[config.mk]
export PLATFORM = sky130hd
export DESIGN_NAME = csrspmv_fifo
export DESIGN_NICKNAME = d
export VERILOG_FILES = /design/src/hdl/csrspmv_fifo.sv
export SDC_FILE = /design/constraint.sdc
export NUM_CORES = 1
export LEC_CHECK = 0
export ABC_AREA = 1
export BUFFER_PORTS_ARGS = -buffer_cell sky130_fd_sc_hd__buf_2
export CAP_MARGIN = 20
export CORE_ASPECT_RATIO = 1.1
export CORE_UTILIZATION = 59
export DETAILED_ROUTE_END_ITERATION = 10
export GPL_TIMING_DRIVEN = 0
export PLACE_DENSITY_LB_ADDON = 0.25
export SLEW_MARGIN = 10
export SYNTH_ARGS = -nofsm -noshare
export SYNTH_HDL_FRONTEND = slang
export SYNTH_SLANG_ARGS = --single-unit
[constraint.sdc]
create_clock -name clk -period 1.9 [get_ports clk]
set_input_delay 0.285 -clock clk [delete_from_list [all_inputs] [get_ports clk]]
set_output_delay 0.285 -clock clk [all_outputs]
set_load 0.005 [all_outputs]
[src/hdl/csrspmv_fifo.sv]
// Small first-in first-out queue with occupancy count.
module csrspmv_fifo #(
  parameter int WIDTH = 8,
  parameter int DEPTH = 4
) (
  input  logic                       clk,
  input  logic                       rst,
  input  logic                       wr_en,
  input  logic [WIDTH-1:0]           wr_data,
  input  logic                       rd_en,
  output logic [WIDTH-1:0]           rd_data,
  output logic                       empty,
  output logic [$clog2(DEPTH):0]     count
);

  localparam int AW = $clog2(DEPTH);

  logic [WIDTH-1:0] entries [DEPTH];
  logic [AW-1:0]    wr_ptr;
  logic [AW-1:0]    rd_ptr;
  logic [AW:0]      count_next;

  assign empty   = (count == '0);
  assign rd_data = entries[rd_ptr];

  always_comb begin
    count_next = count;
    if (wr_en && !rd_en) begin
      count_next = count + 1'b1;
    end else if (!wr_en && rd_en) begin
      count_next = count - 1'b1;
    end
  end

  always_ff @(posedge clk) begin
    if (wr_en) begin
      entries[wr_ptr] <= wr_data;
    end
  end

  always_ff @(posedge clk) begin
    if (rst) begin
      wr_ptr <= '0;
      rd_ptr <= '0;
      count  <= '0;
    end else begin
      if (wr_en) begin
        wr_ptr <= wr_ptr + 1'b1;
      end
      if (rd_en) begin
        rd_ptr <= rd_ptr + 1'b1;
      end
      count <= count_next;
    end
  end

endmodule

==> metrics.txt <==
outcome=completed; Period Utilization, post-route=91.2%; num rows=19; clock edge transition at the registers on the reported setup and hold paths=0.10 ns; maximum VDD drop=869 uV; initial antenna violation count=0; Unique masters post-synth=19; Post-DP HPWL=1820 um; core box area=2570 sq um; Initial Utilization=63.7%; Fill cells=194; largest net degree at the start of global routing=13; post-layout power=1.68 mW; slowest cell on the critical path=dfxtp_2; Final nets=181; switch share=23.4%; grt ovf=0; final core occ=72.1%; gpl congestion=0.755; post-synthesis register bit count=41; Layout Skew=0.00382 ns; most used routing layer=met2; Leak=0.760 nW; pwr/cell area=907 nW/um^2; largest family of logic cells by synthesized area=compound AO/OA/AOI/OAI gates; crit path cell chain=inv_2, buf_6, nor2_1, o22ai_1, buf_2; final WL=2660 um; Die Y-Extent=57.2 um; TritonCTS Buffers=5; Clock Path Buffers=2; DRC=0; DR vias/cell=5.28; grt met1 use=24.4%; Synth Area in Simple Gates=8.56%; die width=52.2 um; Synth Area in Compound Gates=10.9%; net load switching power=0.392 mW; Max Freq=0.577 GHz; antenna cells=0; count of input and output buffers=23; DRT Pass-1 Iters=4; Min Hold Slack=0.106 ns; Mapped Area=1640 sq um; first-pass GRT wire length=4350 um; Int Pwr=1.29 mW; Synth Instances=133; Hold Path Class=primary input to flip-flop; Worst Setup Path Type=flip-flop to output pin; Final Worst Setup Slack=0.168 ns; worst skew pair latency=0.33 ns; RSZ-0062 raised after global routing=false; layout cells sized above 1=23.2%; antenna viol nets, final=0; htree depth=2; wire length per cell=13.6 um; Comb pwr share=12.2%; critical path required time=1.62 ns; yosys warns=0; syn avg cell area=12.3 sq um; Critical Path AT=1.45 ns; CP Launch Type=flip-flop; most common cell after layout, fill and taps aside=edfxtp_1; post-cts hold buffer count=0; Clock Tree Root=clkbuf_4; Final setup viols=0; CTS tree=yes; Sequential Power Share=62.3%; Rel. slew slack=76.0%; met3 global-route usage=8.27%; DR vias=1030; Fin Setup TNS=0 ns; Layout area overhead=13.1%; dominant cells by area after synthesis=edfxtp_1 59%, dfxtp_1 11%, o21ai_0 5.2%; DIE AREA=2990 sq um; worst stage delay on the critical path=0.38 ns; clock sinks=41; pre-CTS setup slack=0.407 ns; vias in the first global route=993; GRT Total Usage=21.3%; crit path time final=1.73 ns; mux share of post-synthesis cell area=0%; most frequent cells in the layout=32 x edfxtp_1, 23 x buf_2, 19 x nor2_1, 17 x o21ai_0, 16 x inv_1; clock network fraction of design power=25.5%; sequential-to-total area share from yosys stat=69.7%; MaxCap Viol Count=0; Adder-Cell Fraction of Synth Area=5.05%; share of the synthesized area in the top cell type=58.7%; cell taking the most area after synthesis=edfxtp_1; Worst Tran Pin Value=0.359 ns; initial DRC count=38; XOR/XNOR share of the synthesized area=0.535%; max-slew violation count=0; Post-Syn Nets=151; final hold violations=0; met2 Use GR=35.7%; Critical Path End Type=output pin; I/O pins=24; CP Max Fanout=10
routing by layer:
metal,vias to the layer above,wire (um)
li1,525,-
met1,473,1060
met2,28,1390
met3,4,160
met4,0,42
met5,-,0
path summary, 6_finish.rpt:
kind                            startpoint            end  slack, ns  cells past startpoint
worst max-delay path             flip-flop     rd_data[6]       0.17                      5
worst min-delay path                   rst       count[0]       0.11                      2
worst max register to register   wr_ptr[0]  entries[0][1]       0.64                      4
worst min register to register   rd_ptr[1]      flip-flop       0.46                      1
synth_stat cells, drive strengths merged:
cell type,number
a21oi,3
buf,2
nand2,9
nor2,22
fa,1
nor3,1
o22ai,8
xor2,1
dfxtp,9
ha,5
inv,17
nand3,1
o21ai,21
nand4,1
edfxtp,32
layout make-up:
type / instances / area, sq um / area share [%]
Multi-Input combinational cell: 73 / 409 / 22.1
Inverter: 17 / 63.8 / 3.45
Clock buffer: 8 / 58.8 / 3.18
Sequential cell: 41 / 1140 / 61.7
Timing Repair Buffer: 23 / 115 / 6.22
Tap cell: 31 / 38.8 / 2.10
Buffer: 2 / 22.5 / 1.22
logic make-up after synthesis:
kind of cell | after synthesis
and+or+nand+nor | 34
buffers and inverters | 19
DFF | 41
adders and majority gates | 6
AOI/OAI and AO/OA | 32
xor gates and xnor gates | 1
per-stage QoR:
stage | area, sq um | cells
final | 1850 | 195
after floorplan | 1640 | 133
after global placement | 1790 | 187
after CTS | 1850 | 195
after global routing | 1850 | 195
after detailed placement | 1790 | 187
registers in the layout, indices dropped and copies added (netlist names), named ones only:
register  cells
count         3
wr_ptr        2
rd_ptr        2
entries      32
power by group through the flow:
stage	sequential [mW]	combinational (mW)	clock (mW)
after detailed placement	1.07	0.205	0
after CTS	1.05	0.207	0.442
after global routing	1.05	0.235	0.480
final	1.05	0.205	0.428
after floorplan	1.06	0.122	0
after global placement	1.06	0.196	0
what timing repair did:
action                                 CTS  global route
setup endpoints to repair                0             1
setup buffers                            0             0
endpoints found under the hold margin    0             0
gates resized for setup                  0             1
worst max-delay path, delay by kind of cell, from the launching register on:
family                 cells  cell delay, ns
buffers and inverters      3            0.47
DFF                        1            0.38
and+or+nand+nor            1            0.05
AOI/OAI and AO/OA          1            0.21
No activity file was read; power rests on OpenSTA's default activity.
